===== src/rtl/core/tbps_pkg.sv =====
// package: shared constants, codes and types of the token bucket packet shaper
`timescale 1ns / 1ps
package tbps_pkg;

  localparam int QUEUE_DEPTH_DEF = 16;
  localparam int COUNT_BITS_DEF  = 16;
  localparam int SIZE_BITS       = 16;
  localparam int CFG_BITS        = 16;
  localparam int APB_ADDR_BITS   = 3;
  localparam int APB_DATA_BITS   = 32;

  localparam logic [CFG_BITS-1:0] CAPACITY_RESET = 16'd15;
  localparam logic [CFG_BITS-1:0] RATE_RESET     = 16'd3;

  localparam logic REG_CAPACITY = 1'b0;
  localparam logic REG_RATE     = 1'b1;

  localparam logic CMD_PACKET = 1'b0;
  localparam logic CMD_TICK   = 1'b1;

  typedef enum logic [2:0] {
    EV_SENT_NOW   = 3'd0,
    EV_QUEUED     = 3'd1,
    EV_SENT_QUEUE = 3'd2,
    EV_REJECTED   = 3'd3,
    EV_DROPPED    = 3'd4,
    EV_TICK_DONE  = 3'd5
  } event_kind_t;

  typedef enum logic [3:0] {
    S_IDLE     = 4'b0001,
    S_PKT      = 4'b0010,
    S_TICK_ADD = 4'b0100,
    S_TICK_CHK = 4'b1000
  } state_t;

endpackage


===== src/rtl/core/tbps_ram.sv =====
// generic single write port ram with registered read
`timescale 1ns / 1ps
module tbps_ram #(
  parameter int WIDTH = 16,
  parameter int DEPTH = 16
) (
  input  logic                     clk,
  input  logic                     we,
  input  logic [$clog2(DEPTH)-1:0] waddr,
  input  logic [WIDTH-1:0]         wdata,
  input  logic [$clog2(DEPTH)-1:0] raddr,
  output logic [WIDTH-1:0]         rdata
);

  logic [WIDTH-1:0] mem [DEPTH];

  always_ff @(posedge clk) begin
    if (we) begin
      mem[waddr] <= wdata;
    end
    rdata <= mem[raddr];
  end

endmodule


===== src/rtl/core/token_bucket_packet_shaper.sv =====
// token bucket packet shaper: top level with sequencer, shared compare unit and wait queue
// An item is taken when start is high and busy is low. A packet item keeps busy high for one
// cycle and its single result appears on the cycle after. A tick item keeps busy high through
// a saturating add state, then one check state per packet popped from the head of the wait
// queue (one shared compare and subtract unit checks the head against the tokens in each
// check state), then a final check state for the tick done
// result. Results come one per cycle, each shown for one cycle with result_valid; the receiver
// cannot stall them. The wait queue sits in a ram read at the next head, so no clearing pass is
// needed after reset. Registers: capacity at byte address 0, rate at byte address 4.
`timescale 1ns / 1ps
module token_bucket_packet_shaper
  import tbps_pkg::*;
#(
  parameter int QUEUE_DEPTH = QUEUE_DEPTH_DEF,
  parameter int COUNT_BITS  = COUNT_BITS_DEF
) (
  input  logic                     clk,
  input  logic                     rst,
  input  logic                     start,
  output logic                     busy,
  input  logic                     cmd,
  input  logic [SIZE_BITS-1:0]     packet_size,
  output logic                     result_valid,
  output logic [2:0]               event_kind,
  output logic [SIZE_BITS-1:0]     sent_size,
  output logic [SIZE_BITS-1:0]     tokens_left,
  output logic                     last,
  input  logic                     psel,
  input  logic                     penable,
  input  logic                     pwrite,
  input  logic [APB_ADDR_BITS-1:0] paddr,
  input  logic [APB_DATA_BITS-1:0] pwdata,
  output logic [APB_DATA_BITS-1:0] prdata,
  output logic                     pready
);

  localparam int IW = $clog2(QUEUE_DEPTH);
  localparam int FW = $clog2(QUEUE_DEPTH + 1);
  localparam int WW = (COUNT_BITS > SIZE_BITS) ? COUNT_BITS : SIZE_BITS;

  state_t state, state_next;

  logic [CFG_BITS-1:0]   bucket_capacity;
  logic [CFG_BITS-1:0]   token_rate;
  logic [COUNT_BITS-1:0] token_count, token_count_next;
  logic [IW-1:0]         queue_head, queue_head_next;
  logic [IW-1:0]         queue_tail, queue_tail_next;
  logic [FW-1:0]         queue_fill, queue_fill_next;
  logic [SIZE_BITS-1:0]  item_size;

  logic                  ram_we;
  logic [SIZE_BITS-1:0]  ram_rdata;

  logic [SIZE_BITS-1:0]  operand;
  logic [WW:0]           diff;
  logic                  covers;
  logic [WW:0]           sum;
  logic [WW:0]           cap_ext;
  logic [WW:0]           cmax_ext;
  logic [WW:0]           sat_cap;
  logic [WW:0]           sat;
  logic [WW-1:0]         left_ext;

  logic                  emit;
  event_kind_t           ev_kind;
  logic [SIZE_BITS-1:0]  ev_size;
  logic                  ev_last;
  logic                  cfg_wr;

  // configuration port
  assign pready = 1'b1;
  assign cfg_wr = psel & penable & pwrite;

  always_ff @(posedge clk) begin
    if (rst) begin
      bucket_capacity <= CAPACITY_RESET;
      token_rate      <= RATE_RESET;
    end else if (cfg_wr) begin
      if (paddr[2] == REG_CAPACITY) begin
        bucket_capacity <= pwdata[CFG_BITS-1:0];
      end else begin
        token_rate <= pwdata[CFG_BITS-1:0];
      end
    end
  end

  always_comb begin
    if (paddr[2] == REG_CAPACITY) begin
      prdata = APB_DATA_BITS'(bucket_capacity);
    end else begin
      prdata = APB_DATA_BITS'(token_rate);
    end
  end

  // shared compare and subtract unit
  assign operand = (state == S_PKT) ? item_size : ram_rdata;
  assign diff    = {1'b0, WW'(token_count)} - {1'b0, WW'(operand)};
  assign covers  = ~diff[WW];

  // saturating tick add
  assign sum      = {1'b0, WW'(token_count)} + {1'b0, WW'(token_rate)};
  assign cap_ext  = (WW + 1)'(bucket_capacity);
  assign cmax_ext = (WW + 1)'({COUNT_BITS{1'b1}});
  assign sat_cap  = (sum > cap_ext) ? cap_ext : sum;
  assign sat      = (sat_cap > cmax_ext) ? cmax_ext : sat_cap;

  assign busy = (state != S_IDLE);

  always_comb begin
    state_next       = state;
    token_count_next = token_count;
    queue_head_next  = queue_head;
    queue_tail_next  = queue_tail;
    queue_fill_next  = queue_fill;
    ram_we           = 1'b0;
    emit             = 1'b0;
    ev_kind          = EV_TICK_DONE;
    ev_size          = '0;
    ev_last          = 1'b1;
    case (state)
      S_IDLE: begin
        if (start) begin
          state_next = (cmd == CMD_TICK) ? S_TICK_ADD : S_PKT;
        end
      end
      S_PKT: begin
        emit    = 1'b1;
        ev_size = item_size;
        if (item_size == '0) begin
          ev_kind = EV_REJECTED;
        end else if (covers) begin
          ev_kind          = EV_SENT_NOW;
          token_count_next = diff[COUNT_BITS-1:0];
        end else if (queue_fill == FW'(QUEUE_DEPTH)) begin
          ev_kind = EV_DROPPED;
        end else begin
          ev_kind         = EV_QUEUED;
          ram_we          = 1'b1;
          queue_tail_next = (queue_tail == IW'(QUEUE_DEPTH - 1)) ? '0 : queue_tail + 1'b1;
          queue_fill_next = queue_fill + 1'b1;
        end
        state_next = S_IDLE;
      end
      S_TICK_ADD: begin
        token_count_next = sat[COUNT_BITS-1:0];
        state_next       = S_TICK_CHK;
      end
      S_TICK_CHK: begin
        emit = 1'b1;
        if ((queue_fill != '0) && covers) begin
          ev_kind          = EV_SENT_QUEUE;
          ev_size          = ram_rdata;
          ev_last          = 1'b0;
          token_count_next = diff[COUNT_BITS-1:0];
          queue_head_next  = (queue_head == IW'(QUEUE_DEPTH - 1)) ? '0 : queue_head + 1'b1;
          queue_fill_next  = queue_fill - 1'b1;
        end else begin
          state_next = S_IDLE;
        end
      end
      default: begin
        state_next = S_IDLE;
      end
    endcase
  end

  always_ff @(posedge clk) begin
    if (rst) begin
      state       <= S_IDLE;
      token_count <= '0;
      queue_head  <= '0;
      queue_tail  <= '0;
      queue_fill  <= '0;
    end else begin
      state       <= state_next;
      token_count <= token_count_next;
      queue_head  <= queue_head_next;
      queue_tail  <= queue_tail_next;
      queue_fill  <= queue_fill_next;
    end
  end

  always_ff @(posedge clk) begin
    if (start && !busy) begin
      item_size <= packet_size;
    end
  end

  // read at the next head so the head entry is ready every cycle
  tbps_ram #(
    .WIDTH (SIZE_BITS),
    .DEPTH (QUEUE_DEPTH)
  ) u_queue_ram (
    .clk   (clk),
    .we    (ram_we),
    .waddr (queue_tail),
    .wdata (item_size),
    .raddr (queue_head_next),
    .rdata (ram_rdata)
  );

  // result transaction
  assign left_ext = WW'(token_count_next);

  always_ff @(posedge clk) begin
    if (rst) begin
      result_valid <= 1'b0;
    end else begin
      result_valid <= emit;
    end
  end

  always_ff @(posedge clk) begin
    if (emit) begin
      event_kind  <= ev_kind;
      sent_size   <= ev_size;
      tokens_left <= left_ext[SIZE_BITS-1:0];
      last        <= ev_last;
    end
  end

endmodule


===== config.mk =====
export PLATFORM = sky130hd
export DESIGN_NAME = token_bucket_packet_shaper
export DESIGN_NICKNAME = d
export VERILOG_FILES = /design/src/rtl/core/tbps_pkg.sv /design/src/rtl/core/tbps_ram.sv /design/src/rtl/core/token_bucket_packet_shaper.sv
export SDC_FILE = /design/constraint.sdc
export NUM_CORES = 1
export LEC_CHECK = 0
export BUFFER_PORTS_ARGS = -buffer_cell sky130_fd_sc_hd__buf_2
export CAP_MARGIN = 20
export CORE_ASPECT_RATIO = 1.75
export CORE_MARGIN = 2
export CORE_UTILIZATION = 55
export DETAILED_ROUTE_END_ITERATION = 8
export PLACE_DENSITY_LB_ADDON = 0.2
export SLEW_MARGIN = 15
export SYNTH_ARGS = -nofsm -noshare
export SYNTH_HDL_FRONTEND = slang
export SYNTH_SLANG_ARGS = --single-unit
export TNS_END_PERCENT = 1

===== constraint.sdc =====
create_clock -name clk -period 5.9 [get_ports clk]
set_input_delay 1.77 -clock clk [delete_from_list [all_inputs] [get_ports clk]]
set_output_delay 1.77 -clock clk [all_outputs]
set_load 0.01 [all_outputs]

After elaboration in Yosys (flattened, before gate mapping)

Memory sizes are Yosys's and may differ from the RTL's. A register that Yosys moved wholly into a read port is not among the register bits.
Cells that the tools add are included.

Add/subtract/negate cells: 6
$lt $le $gt $ge: 2
Equality and inequality tests: 14
Multiplexer cells: 36
Bitwise logic cells: 6
Reductions and logical operators: 12

Operators by type and width:

| cell                                                                               | count |
|---|---|
| 16-bit 2-to-1 mux                                                                  | 7 |
| 16-bit case mux with 3 select lines                                                | 1 |
| 16-bit case mux with 2 select lines                                                | 1 |
| 4-bit 2-to-1 mux                                                                   | 6 |
| 5-bit 2-to-1 mux                                                                   | 4 |
| 16-bit by 16-bit adder with 17-bit output                                          | 1 |
| 17-bit by 16-bit greater-than comparator with 1-bit output                         | 1 |
| 17-bit by 16-bit greater-than comparator with 1-bit output (second input constant) | 1 |
| 17-bit 2-to-1 mux                                                                  | 1 |
| 16-bit by 16-bit subtractor with 17-bit output                                     | 1 |
| 16-bit zero test                                                                   | 1 |
| 3-bit 2-to-1 mux                                                                   | 5 |
| 4-bit == test (second input constant)                                              | 3 |
| 2-bit != test (second input constant)                                              | 6 |
| 4-bit case mux with 3 select lines                                                 | 1 |
| 5-bit case mux with 2 select lines                                                 | 1 |
| 4-bit by 1-bit adder with 4-bit output (second input constant)                     | 2 |
| 1-bit 2-to-1 mux                                                                   | 8 |
| 3-bit case mux with 2 select lines                                                 | 1 |
| 2-bit AND reduction                                                                | 3 |
| 5-bit by 1-bit adder with 5-bit output (second input constant)                     | 1 |
| 5-bit == test (second input constant)                                              | 1 |
| 5-bit AND reduction                                                                | 1 |
| 5-bit nonzero test                                                                 | 1 |
| 12 further kinds                                                                   | 17 |

Register bits after elaboration: 118
Memory bits (writable): 256
Bits of input ports: 58
Output and inout bits: 71
Logic and storage cells: 90
Memories: 1

Memories:

| memory          | words | bits a word | read ports | clocked after Yosys merged registers in | wr ports | line           | source |
|---|---|---|---|---|---|---|---|
| u_queue_ram.mem | 16    | 16          | 1          | 1                                       | 1        | tbps_ram.sv:15 | `logic [WIDTH-1:0] mem [DEPTH];` |

Longest topological paths before layout

Depth in word-level cells: 8
Depth in mapped cells: 21
Depth with buffers taken out: 20

By module

A second synthesis with hierarchy kept.

Cells, all modules: 1234
Area, all modules: 17386.7 µm²

Modules (own cells, without submodules):

| module                     | instances | cells each | area each (µm²) | seq. area each (µm²) |
|---|---|---|---|---|
| tbps_ram                   | 1         | 432        | 10042.1         | 8007.7 |
| token_bucket_packet_shaper | 1         | 802        | 7344.5          | 2882.8 |

Worst setup path before layout

No wires, ideal clock.

Path type: flip-flop to flip-flop
Start: register state[3]
End: memory u_queue_ram.mem[3][0] (enable)
Setup time: 409 ps
Arrival: 4702 ps
Data required time: 5491 ps
Slack: 789 ps
Cell stages (with the launch flop): 14
Buffers on the path: 2
Period minus slack after synthesis: 5111 ps
Cell sequence: dfxtp_1 nor4b_2 clkbuf_1 mux2i_1 fa_1 a211oi_1 o21ai_1 a211oi_1 o21ba_1 buf_6 nand2_1 nor2_1 nand2_1 nor3_1

Word-level cells in the longest chain between the ends: 8

Ends and longest elaborated chain:

| element                                        | line                                                                | source |
|---|---|---|
| start, declared                                | token_bucket_packet_shaper.sv:41                                    | `state_t state, state_next;` |
| start signal, assigned                         | token_bucket_packet_shaper.sv:175                                   | `state <= state_next;` |
| 4-bit by 2-bit == test with 1-bit output *     | token_bucket_packet_shaper.sv:96, token_bucket_packet_shaper.sv:120 |  |
| 16-bit 2-to-1 mux                              | token_bucket_packet_shaper.sv:96                                    | `assign operand = (state == S_PKT) ? item_size : ram_rdata;` |
| 16-bit by 16-bit subtractor with 17-bit output | token_bucket_packet_shaper.sv:97                                    | `assign diff = {1'b0, WW'(token_count)} - {1'b0, WW'(operand)};` |
| 1-bit 2-to-1 mux                               | token_bucket_packet_shaper.sv:131                                   | `end else if (covers) begin` |
| 1-bit 2-to-1 mux                               | token_bucket_packet_shaper.sv:129                                   | `if (item_size == '0) begin` |
| 1-bit 2-to-1 mux *                             | token_bucket_packet_shaper.sv:120                                   | `case (state)` |
| 1-bit 2-to-1 mux *                             | tbps_ram.sv:18                                                      | `if (we) begin` |
| 1-bit 2-to-1 mux (not written as such) *       | tbps_ram.sv:19                                                      | `mem[waddr] <= wdata;` |
| end, declared                                  | tbps_ram.sv:15                                                      |  |

Every way passes the cells marked *; elsewhere a longest branch is shown, timed or not.

Worst setup path in the final report

Start: register state[3]
End: register u_queue_ram.rdata[13], read port of u_queue_ram.mem

Word-level cells in the longest chain between the ends: 7
Elaborated cells between the ends (all ways): 8
Those cells by class: add/sub: 1; eq/ne: 2; mux: 3; bitwise: 1; reduce/logical: 1

Ends and longest elaborated chain:

| element                                        | line                              | source |
|---|---|---|
| 4-bit by 2-bit == test with 1-bit output       | token_bucket_packet_shaper.sv:96  |  |
| 16-bit 2-to-1 mux                              | token_bucket_packet_shaper.sv:96  |  |
| 16-bit by 16-bit subtractor with 17-bit output | token_bucket_packet_shaper.sv:97  |  |
| 1-bit NOT                                      | token_bucket_packet_shaper.sv:98  | `assign covers = ~diff[WW];` |
| 1-bit logical AND                              | token_bucket_packet_shaper.sv:150 | `if ((queue_fill != '0) && covers) begin` |
| 4-bit 2-to-1 mux                               | token_bucket_packet_shaper.sv:150 |  |
| 4-bit 2-to-1 mux *                             | token_bucket_packet_shaper.sv:120 |  |
| end, declared                                  | tbps_ram.sv:12                    | `output logic [WIDTH-1:0] rdata` |

Marked as above.
A chain may end at the register's enable or synchronous reset.

==> out/metrics.yaml <==
global_route:
  grt-ovfl-total: 0
  global_route.usage.total_pct: 25.21
  grt_pass1_wl_mm: 65.11
  via_count_of_the_first_global_routing_pass: 11820
  grt_antenna_before_repair: 0
  grt_max_degree: 81
worst_setup_path:
  path_common_cell: "sky130_fd_sc_hd__buf_4"
  timing.critical_path.buf_inv: 4
  critPathArrivalTime_ns: 5.91
  path_max_fanout: 32
  worst-endpoint-required_ns: 6.37
  crit_path_start_kind: "register"
  crit_chain: "nor4b_4 -> buf_4 -> buf_4 -> mux2i_1 -> ha_1 -> o211ai_1 -> a211oi_2 -> a211oi_1 -> o21ba_1 -> buf_4 -> nor3_1 -> a211oi_4 -> buf_4 -> a211oi_1 -> a2111oi_0 -> mux2_2"
  critPathSlowestCell: "sky130_fd_sc_hd__a2111oi_0"
  worst_path_dominant_cell_family: "compound AO/OA/AOI/OAI gates"
  critical_path.endpoint_type: "register"
  path_class: "register to register"
  critPathMaxStageDelay_ns: 0.64
route:
  antenna_violating_nets_post_route: 0
  wl_per_cell_um: 22.20
  drt_first_iter_violations: 745
  drc_errors: 0
  route.final.wire_length_mm: 42.73
  route.detailed.vias_per_inst: 6.168
  detailroute.via_count: 11870
  firstDrtPassIters: 5
timing:
  setup_viol: 0
  finalClockSkew_ns: 0.01822
  timing_hold_violations_final: 0
  worst-slew-pin-transition_ns: 0.8540
  finalCriticalPeriod_ns: 5.439
  final_max_slew_violation_count: 0
  timing.fmax_mhz: 183.9
  rsz0062_at_grt: "false"
  timing.slew.headroom_pct: 43.01
  timing.final.crit_share_pct: 92.18
  final.setup.tns_ns: 0
synthesis:
  post_synth_instance_area_mm2: 0.01762
  synth.yosys.seq_area_share_pct: 61.81
  predominant_post_synthesis_flop_cell: "sky130_fd_sc_hd__edfxtp_1"
  ys_async_sr_fraction_pct: 0
  synth.ff_latch_count: 390
  synthMuxAreaShare_pct: 4.502
  synth_enable_flop_cells: 308
  synth-compound-area-share_pct: 14.01
  post_synth_and_or_nand_nor_area_fraction_pct: 10.08
  dominant_combinational_cell_family_by_area_after_synthesis: "compound AO/OA/AOI/OAI gates"
  netlist-cell-type-count: 67
  synth_cells: 1398
  avg_synthesized_cell_area_um2: 12.60
  xor_xnor_share_of_the_synthesized_area_pct: 1.491
  synth_adder_area_share_pct: 4.318
  yosys_warnings: 0
layout:
  number_of_fill_cells: 2377
  sequential_cell_area_mm2: 0.01089
  multi_input_logic_area_mm2: 0.006243
  antenna_cells: 0
  fraction_of_layout_instances_using_a_drive_strength_above_1_pct: 16.42
  design.final.nets: 1619
  areaGrowthSynthToFinish_pct: 12.63
clock_network:
  worst_setup_hold_path_clk_slew_ns: 0.06
  cts.htree.levels: 2
  cts_max_path_buffers: 3
  clock-root-buffer: "sky130_fd_sc_hd__clkbuf_16"
  cts.sink_count: 390
  cts-buffers-inserted: 35
  cts.repair_timing.setup_buffer_count: 0
  cts_tree: "built"
  clk_latency_ns: 0.54
  postCtsHoldBufs: 0
placed_design:
  place_hpwl_mm: 28.91
  buffer_ports.inserted: 93
  gpl.final_weighted_congestion: 0.9006
floorplanning:
  die_area_mm2: 0.03354
  starting_utilization_of_the_core_area_pct: 55.89
  height_of_the_die_um: 240.8
  core-area_mm2: 0.03153
  die_width_um: 139.3
  rows: 86
  io-pin-count: 129
flow_run:
  max_capacitance_violation_total: 0
power:
  largest_vdd_supply_drop_mv: 0.2622
  power.density_cell_area_mw_per_mm2: 275.3
  totalPowerFinal_mw: 5.463
  static-leakage-power_nw: 7.158
hold_path:
  hp-class: "register to register"
outcome:
  status: "finished clean"
## state kept, by name, indices dropped and copies added (netlist names), 4 cells and up
signal / cells
token_count: 16
bucket_capacity: 16
tokens_left: 16
u_queue_ram.mem: 256
token_rate: 16
state: 4
item_size: 16
u_queue_ram.rdata: 16
queue_fill: 5
queue_head: 4
sent_size: 16
queue_tail: 4
## what timing repair did
item | 4_1_cts | 5_1_grt
hold endpoints to repair | 0 | 0
gates resized for setup | 0 | 1
setup endpoints to repair | 0 | 10
## report_power, final
part	internal, mW	total, mW	switching (mW)
sequential	3.00	3.05	0.0497
clock	1.25	2.24	0.988
combinational	0.0634	0.177	0.113
## cell families after synthesis
family	after synthesis
buffers and inverters	139
DFF	390
other	2
adders and majority gates	59
muxes	77
AOI/OAI and AO/OA	352
xor gates and xnor gates	30
and+or+nand+nor	349
## synth_stat cells, drive strengths merged, types with 12 or more instances
library cell / n / share of area [%]
a21oi: 59 / 1.7
a211oi: 111 / 4.8
and3: 99 / 3.5
buf: 46 / 1.7
edfxtp: 308 / 52
nand2: 104 / 2.2
xnor2: 20 / 0.99
dfxtp: 82 / 9.3
a22oi: 13 / 0.55
inv: 41 / 0.87
mux2i: 59 / 3.4
clkbuf: 51 / 1.1
mux2: 18 / 1.2
a22o: 16 / 0.80
ha: 56 / 4.0
a2111oi: 33 / 1.6
o21ai: 44 / 1.3
nand3: 19 / 0.54
nor2: 60 / 1.3
nor3: 12 / 0.34
## worst reg2reg max path: stages, from the launching register on
cell and delay (ns):
sky130_fd_sc_hd__dfxtp_1 0.37, sky130_fd_sc_hd__nor4b_4 0.40, sky130_fd_sc_hd__buf_4 0.28, sky130_fd_sc_hd__buf_4 0.34, sky130_fd_sc_hd__mux2i_1 0.25, sky130_fd_sc_hd__ha_1 0.30
sky130_fd_sc_hd__o211ai_1 0.38, sky130_fd_sc_hd__a211oi_2 0.15, sky130_fd_sc_hd__a211oi_1 0.37, sky130_fd_sc_hd__o21ba_1 0.49, sky130_fd_sc_hd__buf_4 0.23, sky130_fd_sc_hd__nor3_1 0.07
sky130_fd_sc_hd__a211oi_4 0.27, sky130_fd_sc_hd__buf_4 0.44, sky130_fd_sc_hd__a211oi_1 0.12, sky130_fd_sc_hd__a2111oi_0 0.64, sky130_fd_sc_hd__mux2_2 0.30
## stage by stage
step	instances	hold slack (ns)	util, %	instance area [um2]	setup WS (ns)
after CTS	1924	0.4562	62.89	19830	0.2903
after global placement	1860	0.4424	59.35	18710	0.3971
after floorplan	1413	0.4363	-	17680	0.7890
after global routing	1925	0.4689	62.94	19840	0.05464
after detailed placement	1860	0.4475	59.35	18710	0.2983
final	1925	0.4535	62.94	19840	0.4612
## routing by layer
metal  part of all wire [%]  global-route usage [%]
met2                     55                   47.83
met3                    4.1                   3.095
met1                     36                   27.50
met4                    4.8                   12.79
met5                      0                       0
## placed cells by master (no fill, tap or decap), types with 46 or more instances in the layout
cell type | netlist | routed
sky130_fd_sc_hd__nand2_1 | 104 | 103
sky130_fd_sc_hd__mux2i_1 | 59 | 59
sky130_fd_sc_hd__nor2_1 | 58 | 46
sky130_fd_sc_hd__buf_4 | 20 | 51
sky130_fd_sc_hd__ha_1 | 56 | 56
sky130_fd_sc_hd__a21oi_1 | 59 | 59
sky130_fd_sc_hd__and3_1 | 99 | 99
sky130_fd_sc_hd__dfxtp_1 | 82 | 82
sky130_fd_sc_hd__buf_2 | 18 | 93
sky130_fd_sc_hd__edfxtp_1 | 308 | 308
sky130_fd_sc_hd__a211oi_1 | 108 | 108
## final cells by class
cell class	instances	share of cell area, %
multi-input combinational	884	31.46
clock buffer	50	4.905
tap	396	2.497
sequential	390	54.88
clock inverter	14	0.7251
inverter	42	0.7945
timing repair buffer	149	4.735
## final timing paths
path	from	depth (start not counted)	end	slack, ns
setup reg to reg	state[3]	16	u_queue_ram.rdata[13]	0.46
setup / recovery	state[3]	16	u_queue_ram.rdata[13]	0.46
hold / removal	bucket_capacity[13]	2	bucket_capacity[13]	0.45
hold reg to reg	bucket_capacity[13]	2	bucket_capacity[13]	0.45
(Power assumes the default switching activity.)
